<file path="config.mk">
export PLATFORM = sky130hd
export DESIGN_NAME = ir_message_serial_transmitter
export DESIGN_NICKNAME = d
export VERILOG_FILES = /design/src/rtl/irtx_pkg.sv /design/src/rtl/irtx_store.sv /design/src/rtl/irtx_fsm.sv /design/src/rtl/ir_message_serial_transmitter.sv
export SDC_FILE = /design/constraint.sdc
export NUM_CORES = 1
export LEC_CHECK = 0
export BUFFER_PORTS_ARGS = -buffer_cell sky130_fd_sc_hd__buf_4
export CAP_MARGIN = 20
export CORE_UTILIZATION = 50
export CTS_BUF_LIST = sky130_fd_sc_hd__clkbuf_4 sky130_fd_sc_hd__clkbuf_8
export DETAILED_ROUTE_END_ITERATION = 6
export PLACE_DENSITY = 0.68
export SLEW_MARGIN = 10
export SYNTH_ARGS = -nofsm -noshare
export SYNTH_HDL_FRONTEND = slang
export SYNTH_SLANG_ARGS = --single-unit
</file>
<file path="constraint.sdc">
create_clock -name clk -period 6.55 [get_ports clk]
set_clock_uncertainty 0.1 [all_clocks]
set_input_delay 0.3275 -clock clk [delete_from_list [all_inputs] [get_ports clk]]
set_output_delay 0.3275 -clock clk [all_outputs]
set_load 0.01 [all_outputs]
</file>
<file path="src/rtl/irtx_pkg.sv">
package irtx_pkg;

    localparam int DEFAULT_BUFFER_DEPTH = 32;
    localparam logic [15:0] BIT_PERIOD_RESET = 16'd13333;

    localparam logic [1:0] MODE_TICK  = 2'd0;
    localparam logic [1:0] MODE_WRITE = 2'd1;
    localparam logic [1:0] MODE_START = 2'd2;

    localparam logic REG_BIT_PERIOD = 1'b0;

    typedef struct packed {
        logic [1:0] mode;
        logic [4:0] index;
        logic [7:0] data;
    } in_item_t;

    typedef struct packed {
        logic led_on;
        logic busy_res;
        logic finished;
    } out_item_t;

    typedef enum logic [3:0] {
        PH_IDLE  = 4'b0001,
        PH_START = 4'b0010,
        PH_DATA  = 4'b0100,
        PH_STOP  = 4'b1000
    } phase_t;

endpackage

</file>
<file path="src/rtl/irtx_store.sv">
module irtx_store
    import irtx_pkg::*;
#(
    parameter int BUFFER_DEPTH = DEFAULT_BUFFER_DEPTH,
    parameter int AW = $clog2(BUFFER_DEPTH)
)
(
    input  logic          clk,
    input  logic          rst_n,
    input  logic          we,
    input  logic [AW-1:0] waddr,
    input  logic [7:0]    wdata,
    input  logic [AW-1:0] raddr,
    output logic [7:0]    entry
);

    logic [7:0] mem [BUFFER_DEPTH];
    logic [7:0] rdata_reg;
    logic [7:0] bypass_data_reg;
    logic       bypass_valid_reg;

    always_ff @(posedge clk)
    begin
        if (we)
        begin
            mem[waddr] <= wdata;
        end
        rdata_reg       <= mem[raddr];
        bypass_data_reg <= wdata;
    end

    // forward a write that lands on the entry being read in the same cycle
    always_ff @(posedge clk or negedge rst_n)
    begin
        if (!rst_n)
        begin
            bypass_valid_reg <= 1'b0;
        end
        else
        begin
            bypass_valid_reg <= we && (waddr == raddr);
        end
    end

    assign entry = bypass_valid_reg ? bypass_data_reg : rdata_reg;

endmodule

</file>
<file path="src/rtl/irtx_fsm.sv">
module irtx_fsm
    import irtx_pkg::*;
#(
    parameter int BUFFER_DEPTH = DEFAULT_BUFFER_DEPTH,
    parameter int AW = $clog2(BUFFER_DEPTH)
)
(
    input  logic          clk,
    input  logic          rst_n,
    input  logic          accept,
    input  logic [1:0]    mode,
    input  logic [15:0]   bit_period,
    input  logic [7:0]    entry,
    output logic [AW-1:0] position_next,
    output out_item_t     result
);

    localparam logic [AW-1:0] LAST_POS = AW'(BUFFER_DEPTH - 1);

    phase_t        phase_reg, phase_next;
    logic [3:0]    bit_select_reg, bit_select_next;
    logic [AW-1:0] position_reg;
    logic [7:0]    cur_byte_reg, cur_byte_next;
    logic          checksum_reg, checksum_next;
    logic [15:0]   tick_reg, tick_next;
    logic          pending_reg, pending_next;
    logic          led_reg, led_next;
    logic          done;
    logic [16:0]   tick_inc;

    assign tick_inc = {1'b0, tick_reg} + 17'd1;

    always_comb
    begin
        phase_next      = phase_reg;
        bit_select_next = bit_select_reg;
        position_next   = position_reg;
        cur_byte_next   = cur_byte_reg;
        checksum_next   = checksum_reg;
        tick_next       = tick_reg;
        pending_next    = pending_reg;
        led_next        = led_reg;
        done            = 1'b0;
        if (accept)
        begin
            case (mode)
                MODE_TICK:
                begin
                    if (tick_inc >= {1'b0, bit_period})
                    begin
                        tick_next = '0;
                        case (phase_reg)
                            PH_IDLE:
                            begin
                                if (pending_reg)
                                begin
                                    position_next = '0;
                                    checksum_next = 1'b0;
                                    phase_next    = PH_START;
                                end
                            end
                            PH_START:
                            begin
                                bit_select_next = '0;
                                led_next        = 1'b1;
                                cur_byte_next   = entry;
                                phase_next      = PH_DATA;
                            end
                            PH_DATA:
                            begin
                                if (bit_select_reg[3])
                                begin
                                    led_next   = 1'b0;
                                    phase_next = PH_STOP;
                                end
                                else
                                begin
                                    // LED is on for a zero bit
                                    led_next        = ~cur_byte_reg[bit_select_reg[2:0]];
                                    bit_select_next = bit_select_reg + 4'd1;
                                end
                            end
                            default:
                            begin
                                led_next = 1'b0;
                                if (checksum_reg || position_reg == LAST_POS)
                                begin
                                    done          = 1'b1;
                                    pending_next  = 1'b0;
                                    checksum_next = 1'b0;
                                    position_next = '0;
                                    phase_next    = PH_IDLE;
                                end
                                else
                                begin
                                    // the byte after the terminating zero is the checksum
                                    if (cur_byte_reg == 8'd0)
                                    begin
                                        checksum_next = 1'b1;
                                    end
                                    position_next = position_reg + 1'b1;
                                    phase_next    = PH_START;
                                end
                            end
                        endcase
                    end
                    else
                    begin
                        tick_next = tick_inc[15:0];
                    end
                end
                MODE_START:
                begin
                    pending_next = 1'b1;
                end
                default:
                begin
                end
            endcase
        end
    end

    always_ff @(posedge clk or negedge rst_n)
    begin
        if (!rst_n)
        begin
            phase_reg      <= PH_IDLE;
            bit_select_reg <= '0;
            position_reg   <= '0;
            cur_byte_reg   <= '0;
            checksum_reg   <= 1'b0;
            tick_reg       <= '0;
            pending_reg    <= 1'b0;
            led_reg        <= 1'b0;
        end
        else
        begin
            phase_reg      <= phase_next;
            bit_select_reg <= bit_select_next;
            position_reg   <= position_next;
            cur_byte_reg   <= cur_byte_next;
            checksum_reg   <= checksum_next;
            tick_reg       <= tick_next;
            pending_reg    <= pending_next;
            led_reg        <= led_next;
        end
    end

    assign result.led_on   = led_next;
    assign result.busy_res = (phase_next != PH_IDLE);
    assign result.finished = done;

endmodule

</file>
<file path="src/rtl/ir_message_serial_transmitter.sv">
// channel   | direction | handshake             | payload
// in        | input     | in_valid / in_ready   | in_item  (mode, index, data)
// out       | output    | out_valid / out_ready | out_item (led_on, busy_res, finished)
// apb       | input     | psel, penable, pwrite | paddr, pwdata, prdata, pready
//
// One item per cycle while the output is not stalled; each item gives one result item in the cycle after acceptance.
// The message buffer is a one-port-write synchronous RAM read every cycle at the
// byte position; a write to that entry in the same cycle is forwarded.
// Reset (rst_n, async low) clears the bit machine and out_valid and restores the bit period; buffer contents are kept.
// in_ready drops only while a result waits in the output register and out_ready is low.
module ir_message_serial_transmitter
    import irtx_pkg::*;
#(
    parameter int BUFFER_DEPTH = DEFAULT_BUFFER_DEPTH
)
(
    input  logic        clk,
    input  logic        rst_n,
    input  logic        psel,
    input  logic        penable,
    input  logic        pwrite,
    input  logic [2:0]  paddr,
    input  logic [31:0] pwdata,
    output logic [31:0] prdata,
    output logic        pready,
    input  logic        in_valid,
    output logic        in_ready,
    input  in_item_t    in_item,
    output logic        out_valid,
    input  logic        out_ready,
    output out_item_t   out_item
);

    localparam int AW = $clog2(BUFFER_DEPTH);

    logic [15:0]   bit_period_reg;
    logic          out_valid_reg;
    out_item_t     out_item_reg;
    logic          accept;
    logic          we;
    logic [AW-1:0] position_next;
    logic [7:0]    entry;
    out_item_t     result;

    assign pready = 1'b1;
    assign prdata = (paddr[2] == REG_BIT_PERIOD) ? {16'd0, bit_period_reg} : 32'd0;

    always_ff @(posedge clk or negedge rst_n)
    begin
        if (!rst_n)
        begin
            bit_period_reg <= BIT_PERIOD_RESET;
        end
        else if (psel && penable && pwrite && paddr[2] == REG_BIT_PERIOD)
        begin
            bit_period_reg <= pwdata[15:0];
        end
    end

    assign in_ready = !out_valid_reg || out_ready;
    assign accept   = in_valid && in_ready;
    // drop writes beyond the buffer end
    assign we = accept && (in_item.mode == MODE_WRITE)
                && ({4'd0, in_item.index} < 9'(BUFFER_DEPTH));

    irtx_store #(
        .BUFFER_DEPTH(BUFFER_DEPTH),
        .AW(AW)
    ) u_store (
        .clk   (clk),
        .rst_n (rst_n),
        .we    (we),
        .waddr (AW'(in_item.index)),
        .wdata (in_item.data),
        .raddr (position_next),
        .entry (entry)
    );

    irtx_fsm #(
        .BUFFER_DEPTH(BUFFER_DEPTH),
        .AW(AW)
    ) u_fsm (
        .clk           (clk),
        .rst_n         (rst_n),
        .accept        (accept),
        .mode          (in_item.mode),
        .bit_period    (bit_period_reg),
        .entry         (entry),
        .position_next (position_next),
        .result        (result)
    );

    always_ff @(posedge clk or negedge rst_n)
    begin
        if (!rst_n)
        begin
            out_valid_reg <= 1'b0;
        end
        else if (accept)
        begin
            out_valid_reg <= 1'b1;
        end
        else if (out_ready)
        begin
            out_valid_reg <= 1'b0;
        end
    end

    always_ff @(posedge clk)
    begin
        if (accept)
        begin
            out_item_reg <= result;
        end
    end

    assign out_valid = out_valid_reg;
    assign out_item  = out_item_reg;

endmodule

</file>
-- Yosys cells after proc, flatten, opt, wreduce, memory -nomap -nowiden
Memories as Yosys holds them, arrays and structs flattened. A register that Yosys moved wholly into a read port is not among the register bits.
Cells that the tools add are included.
- input port bits: 57
- memories kept: 1
- output and inout port bits: 38
- flip-flop bits (word level): 69
- RAM bits: 256
- word-level logic and storage cells: 102
- $add $sub $neg: 3
- bitwise operators: 5
- reduce and logical (&&, ||, !) cells: 24
- equality and inequality tests: 13
- magnitude comparators: 2
- mux-type cells: 38
- memory list (name ; depth ; bits a word ; rd ports ; clocked after memory_dff ; write ports ; RTL line ; text):
    u_store.mem ; 32 ; 8 ; 1 ; 1 ; 1 ; irtx_store.sv:17 ; logic [7:0] mem [BUFFER_DEPTH];
- operators with widths (operator ; number):
    16-bit two-way mux ; 2
    5-bit two-way mux ; 5
    4-bit two-way mux ; 6
    16-bit by 1-bit adder with 17-bit output (second input constant) ; 1
    17-bit by 16-bit >= comparator with 1-bit output ; 1
    1-bit two-way mux ; 16
    4-bit one-hot mux with 3 select lines ; 1
    5-bit one-hot mux with 2 select lines ; 1
    5-bit AND reduction ; 2
    8-bit zero test ; 1
    8-bit two-way mux ; 1
    4-bit one-hot mux with 2 select lines ; 1
    4-bit AND reduction ; 2
    1-bit logical AND ; 6
    2-bit by 1-bit != test with 1-bit output (second input constant) ; 3
    6-bit AND reduction ; 1
    2-bit nonzero test ; 3
    5-bit by 1-bit adder with 5-bit output (second input constant) ; 1
    5-bit equality test ; 1
    5-bit equality test (second input constant) ; 1
    1-bit NOT ; 5
    5-bit OR reduction ; 1
    4-bit by 1-bit adder with 4-bit output (second input constant) ; 1
    4-bit by 1-bit equality test with 1-bit output (second input constant) ; 1
    other kinds (18) ; 21

-- Depth between registers and ports, before layout
- word-level depth: 9
- depth in mapped cells: 23
- mapped depth without buffers: 19

-- Cells and area by module
Synthesis repeated with hierarchy kept, for this count alone.
- cell total of the unflattened synthesis: 809
- area total of the unflattened synthesis: 14253.7 um^2
- modules (own cells, without submodules) (module ; instances ; area an instance (um^2) ; cells an instance):
    irtx_store ; 1 ; 10416.2 ; 445
    irtx_fsm ; 1 ; 2786.4 ; 286
    ir_message_serial_transmitter ; 1 ; 1051.0 ; 78

-- Worst setup path after synthesis
No wires, ideal clock.
- kind: register -> register
- start: register u_fsm.tick_reg[0]
- end: register u_store.rdata_reg[0], read port of u_store.mem
- setup slack: 2201 ps
- buffers on the path: 4
- cell stages (with the launch flop): 23
- arrival time: 4112 ps
- cells stage by stage: dfrtp_1 > ha_1 > nand2_1 > or2_1 > buf_6 > nor2_1 > nand4_1 > nor2_1 > xor2_1 > ha_1 > nand3_1 > or3_1 > nor3_1 > a211o_1 > o221ai_1 > and2_1 > buf_2 > buf_6 > buf_6 > nor2_2 > o32ai_1 > a2111oi_0 > a22oi_1
- cells in the longest elaborated chain, start to end: 5
- RTL lines (item ; RTL line ; text):
    start: declaration ; irtx_fsm.sv:25 ; logic [15:0] tick_reg, tick_next;
    start signal: assignment ; irtx_fsm.sv:143 ; tick_reg <= tick_next;
    16-bit by 1-bit adder with 17-bit output ; irtx_fsm.sv:31 ; assign tick_inc = {1'b0, tick_reg} + 17'd1;
    17-bit by 16-bit >= comparator with 1-bit output ; irtx_fsm.sv:49 ; if (tick_inc >= {1'b0, bit_period})
    5-bit two-way mux ; irtx_fsm.sv:49 ;
    5-bit two-way mux ; irtx_fsm.sv:46 ; case (mode)
    5-bit two-way mux ; irtx_fsm.sv:44 ; if (accept)
    end: declaration ; irtx_store.sv:18 ; logic [7:0] rdata_reg;
No other way between the ends.
A chain may end at the register's enable or synchronous reset.

-- Worst setup path in the final report
- start: register u_fsm.tick_reg[0]
- end: register u_store.rdata_reg[3], read port of u_store.mem
- cells in the longest elaborated chain, start to end: 5
- RTL lines (item ; RTL line ; text):
    16-bit by 1-bit adder with 17-bit output ; irtx_fsm.sv:31 ;
    17-bit by 16-bit >= comparator with 1-bit output ; irtx_fsm.sv:49 ;
    5-bit two-way mux ; irtx_fsm.sv:49 ;
    5-bit two-way mux ; irtx_fsm.sv:46 ;
    5-bit two-way mux ; irtx_fsm.sv:44 ;
    via position_next[3] ; ir_message_serial_transmitter.sv:41 ; logic [AW-1:0] position_next;
The timed path passes the listed nets, and every way through them passes these cells.

==> metrics.md <==
| Metric | Value |
|---|---|
| TNS Setup | `0 ns` |
| Highest-delay cell along the critical path | `nor4_1` |
| First-pass DRT Iterations | `5` |
| Post-synth EDFFs | `259` |
| Number of global-route vias before repair | `~8.7k` |
| Final setup fails | `0` |
| Crit-path cells | `ha_1, nand2_1, or2_1, nor2_1, nand4_1, nor2_1, xor2_1, ha_1, nand3_1, or3_1, o22ai_1, a211oi_2, nand2_1, nand2_1, o21ai_0, a21oi_2, clkinv_1, nor4_1, a22oi_1` |
| FILL cells | `2253` |
| Slew HR | `0.404` |
| Min-delay worst type | `primary input to register` |
| Largest stage delay, worst path | `around 0.66 ns` |
| Final Max Slew Viols | `0` |
| Sequential area share after synthesis | `0.671` |
| Max H-tree Level | `2` |
| Initial DRC count | `720` |
| Vias post-DR | `~8.9k` |
| Max_cap viols | `0` |
| Top FF cell, synth | `edfxtp_1` |
| Ant. Diodes | `0` |
| Max FO, Critical Path | `12` |
| Vias per Instance | `5.48` |
| Syn Area/Cell | `13.1 um2` |
| Largest net degree at the start of global routing | `just over 80` |
| Die area | `0.0292 mm2` |
| # DRC | `0` |
| Layout net count | `1277` |
| Critical path required time | `6.89 ns` |
| Total Wirelength | `30.6 mm` |
| Cell leakage power | `6.37 nW` |
| Final Hold Slack | `roughly 0.068 ns` |
| Peak supply drop | `0.000218 V` |
| Area growth syn-to-layout | `14.7%` |
| Cell area after synthesis | `0.0142 mm2` |
| Clock latency on the worst-skew pair | `0.59 ns` |
| Gp weighted congestion | `~0.8` |
| Grt ovf | `0` |
| Yosys Warn Count | `0` |
| Final period utilization | `0.888` |
| Row Count | `61` |
| Total GRT Usage | `0.214` |
| Ys async rst share | `0.174` |
| CP Data Arrival Time | `slightly above 6 ns` |
| Reg clk slew, reported paths | `0.06 ns` |
| Clock root buffer | `clkbuf_8` |
| Port bufs | `59` |
| Initial Util | `0.510` |
| Max FFs per register | `~260` |
| CP endpoint kind | `register` |
| Post-synthesis register bit count | `333` |
| IO Pins | `95` |
| CTS tree | `done` |
| CTS Buf Count | `53` |
| Most used cell, CP | `nand2_1` |
| Clock Tree Buf Depth | `3` |
| Number of routed nets with antenna violations | `0` |
| Drt wl/cell | `18.9 um` |
| Status | `complete, no violations` |
| DIE WIDTH | `171 um` |
| Post-DP HPWL | `19.1 mm` |
| Gate count after technology mapping | `1089` |
| Critical path class | `register to register` |
| Period minus WS final | `about 5.8 ns` |
| Fraction of layout cells with a size suffix above 1 | `0.176` |
| Worst reg2reg setup slack | `0.73 ns` |
| Crit start category | `register` |
| Antenna violations before repair | `0` |
| Slew @ Worst Pin | `0.891 ns` |
| Final hold violations | `0` |
| Die height | `171 um` |
| Core Area | `0.0279 mm2` |
| Synth unique cells | `71` |
| Max frequency | `0.172 GHz` |
| Pwr Density | `321 mW/mm2` |
| First-pass GRT wire length | `47.1 mm` |
| # clock sinks | `about 330` |
| RSZ-0062 raised after global routing | `false` |
-- Yosys cell counts, drive strengths merged (9+ instances only) --
| cell | n | area [um2] |
|---|---|---|
| nand3 | 43 | 238 |
| nor2 | 91 | 362 |
| mux2i | 80 | 801 |
| nand2 | 177 | 674 |
| dfrtp | 51 | 1280 |
| mux2 | 16 | 180 |
| nor4 | 11 | 83.8 |
| edfxtp | 259 | 7780 |
| a31oi | 9 | 56.3 |
| ha | 20 | 250 |
| a21oi | 53 | 280 |
| dfxtp | 16 | 320 |
| clkbuf | 16 | 60.1 |
| o21ai | 36 | 184 |
| xnor2 | 15 | 131 |
| buf | 45 | 307 |
| inv | 22 | 87.6 |
| o22ai | 17 | 106 |
| a32oi | 9 | 116 |
-- cells by family after synthesis --
logic type	after synthesis	synth area share
simple gates	365	0.115
flops	333	0.671
compound gates	167	0.0787
mux	98	0.0721
buf+inv	84	0.0322
fa+ha+maj	20	0.0176
xor+xnor	20	0.0123
other cells	2	0.000527
-- per-stage QoR --
stage	cell area (um2)	util	setup WS (ns)	std cells	total power [W]
4_1_cts	16300	0.585	0.735	1618	0.00528
3_5_place_dp	14900	0.535	0.722	1492	0.00350
2_1_floorplan	14300	-	2.20	1104	0.00320
6_report	16300	0.585	0.731	1618	0.00524
3_3_place_gp	14900	0.535	0.832	1492	0.00347
5_1_grt	16300	0.585	0.191	1618	0.00547
-- path summary, 6_finish.rpt --
kind | to | from | cells after the start
max in group asynchronous | u_fsm.tick_reg[1] | rst_n | 2
max | u_store.rdata_reg[3] | u_fsm.tick_reg[0] | 19
min | out_item[0] | in_item[13] | 3
max reg2reg | u_store.rdata_reg[3] | u_fsm.tick_reg[0] | 19
min reg2reg | u_fsm.checksum_reg | u_fsm.checksum_reg | 2
min in group asynchronous | u_fsm.led_reg | rst_n | 2
-- report_power, final --
group / total, W / internal [W] / switching, W / leakage (nW)
Clock: 0.00177 / 0.000977 / 0.000795 / 0.580
Sequential: 0.00244 / 0.00238 / 0.0000656 / 3.21
Combinational: 0.00102 / 0.000402 / 0.000623 / 2.58
-- cells in the final DEF, fill, tap and decap left out, types with 18 or more instances in the layout --
| master | instances |
|---|---|
| a21oi_1 | 51 |
| buf_4 | 70 |
| clkbuf_4 | 24 |
| clkbuf_8 | 60 |
| dfrtp_1 | 51 |
| dlygate4sd3_1 | 31 |
| edfxtp_1 | 259 |
| ha_1 | 20 |
| inv_1 | 18 |
| mux2i_1 | 80 |
| nand2_1 | 175 |
| nand3_1 | 40 |
| nor2_1 | 83 |
| o21ai_0 | 33 |
-- area by class of cell --
type	instances	area [um2]	area share
well taps	378	473	0.0290
flip-flops and latches	333	9560	0.585
clock inverters	11	71.3	0.00437
inverters	23	91.3	0.00559
repair buffers	102	856	0.0524
clock buffers	84	1010	0.0616
multi-input cells	687	4280	0.262
-- metal layers --
| metal | up-vias | routed length [um] | GRT usage | share of wire |
|---|---|---|---|---|
| li1 | 4217 | - | - | - |
| met1 | 4300 | 13000 | 0.277 | 0.42 |
| met2 | 286 | 15100 | 0.368 | 0.49 |
| met3 | 59 | 1770 | 0.0333 | 0.058 |
| met4 | 0 | 729 | 0.0693 | 0.024 |
| met5 | - | 0 | 0 | 0 |
-- worst max-delay path, delay by kind of cell, from the launching register on --
kind,cells,cell delay [ns]
simple gates,10,2.52
flops,1,0.43
fa+ha+maj,2,0.56
xor+xnor,1,0.22
compound gates,5,1.36
buf+inv,1,0.50
-- repair_timing --
item | 4_1_cts | 5_1_grt
setup buffers | 0 | 0
hold buffers | 31 | 0
endpoints found under the hold margin | 78 | 0
resized for setup | 0 | 0
Note: power is estimated with default switching activity, not from simulation.
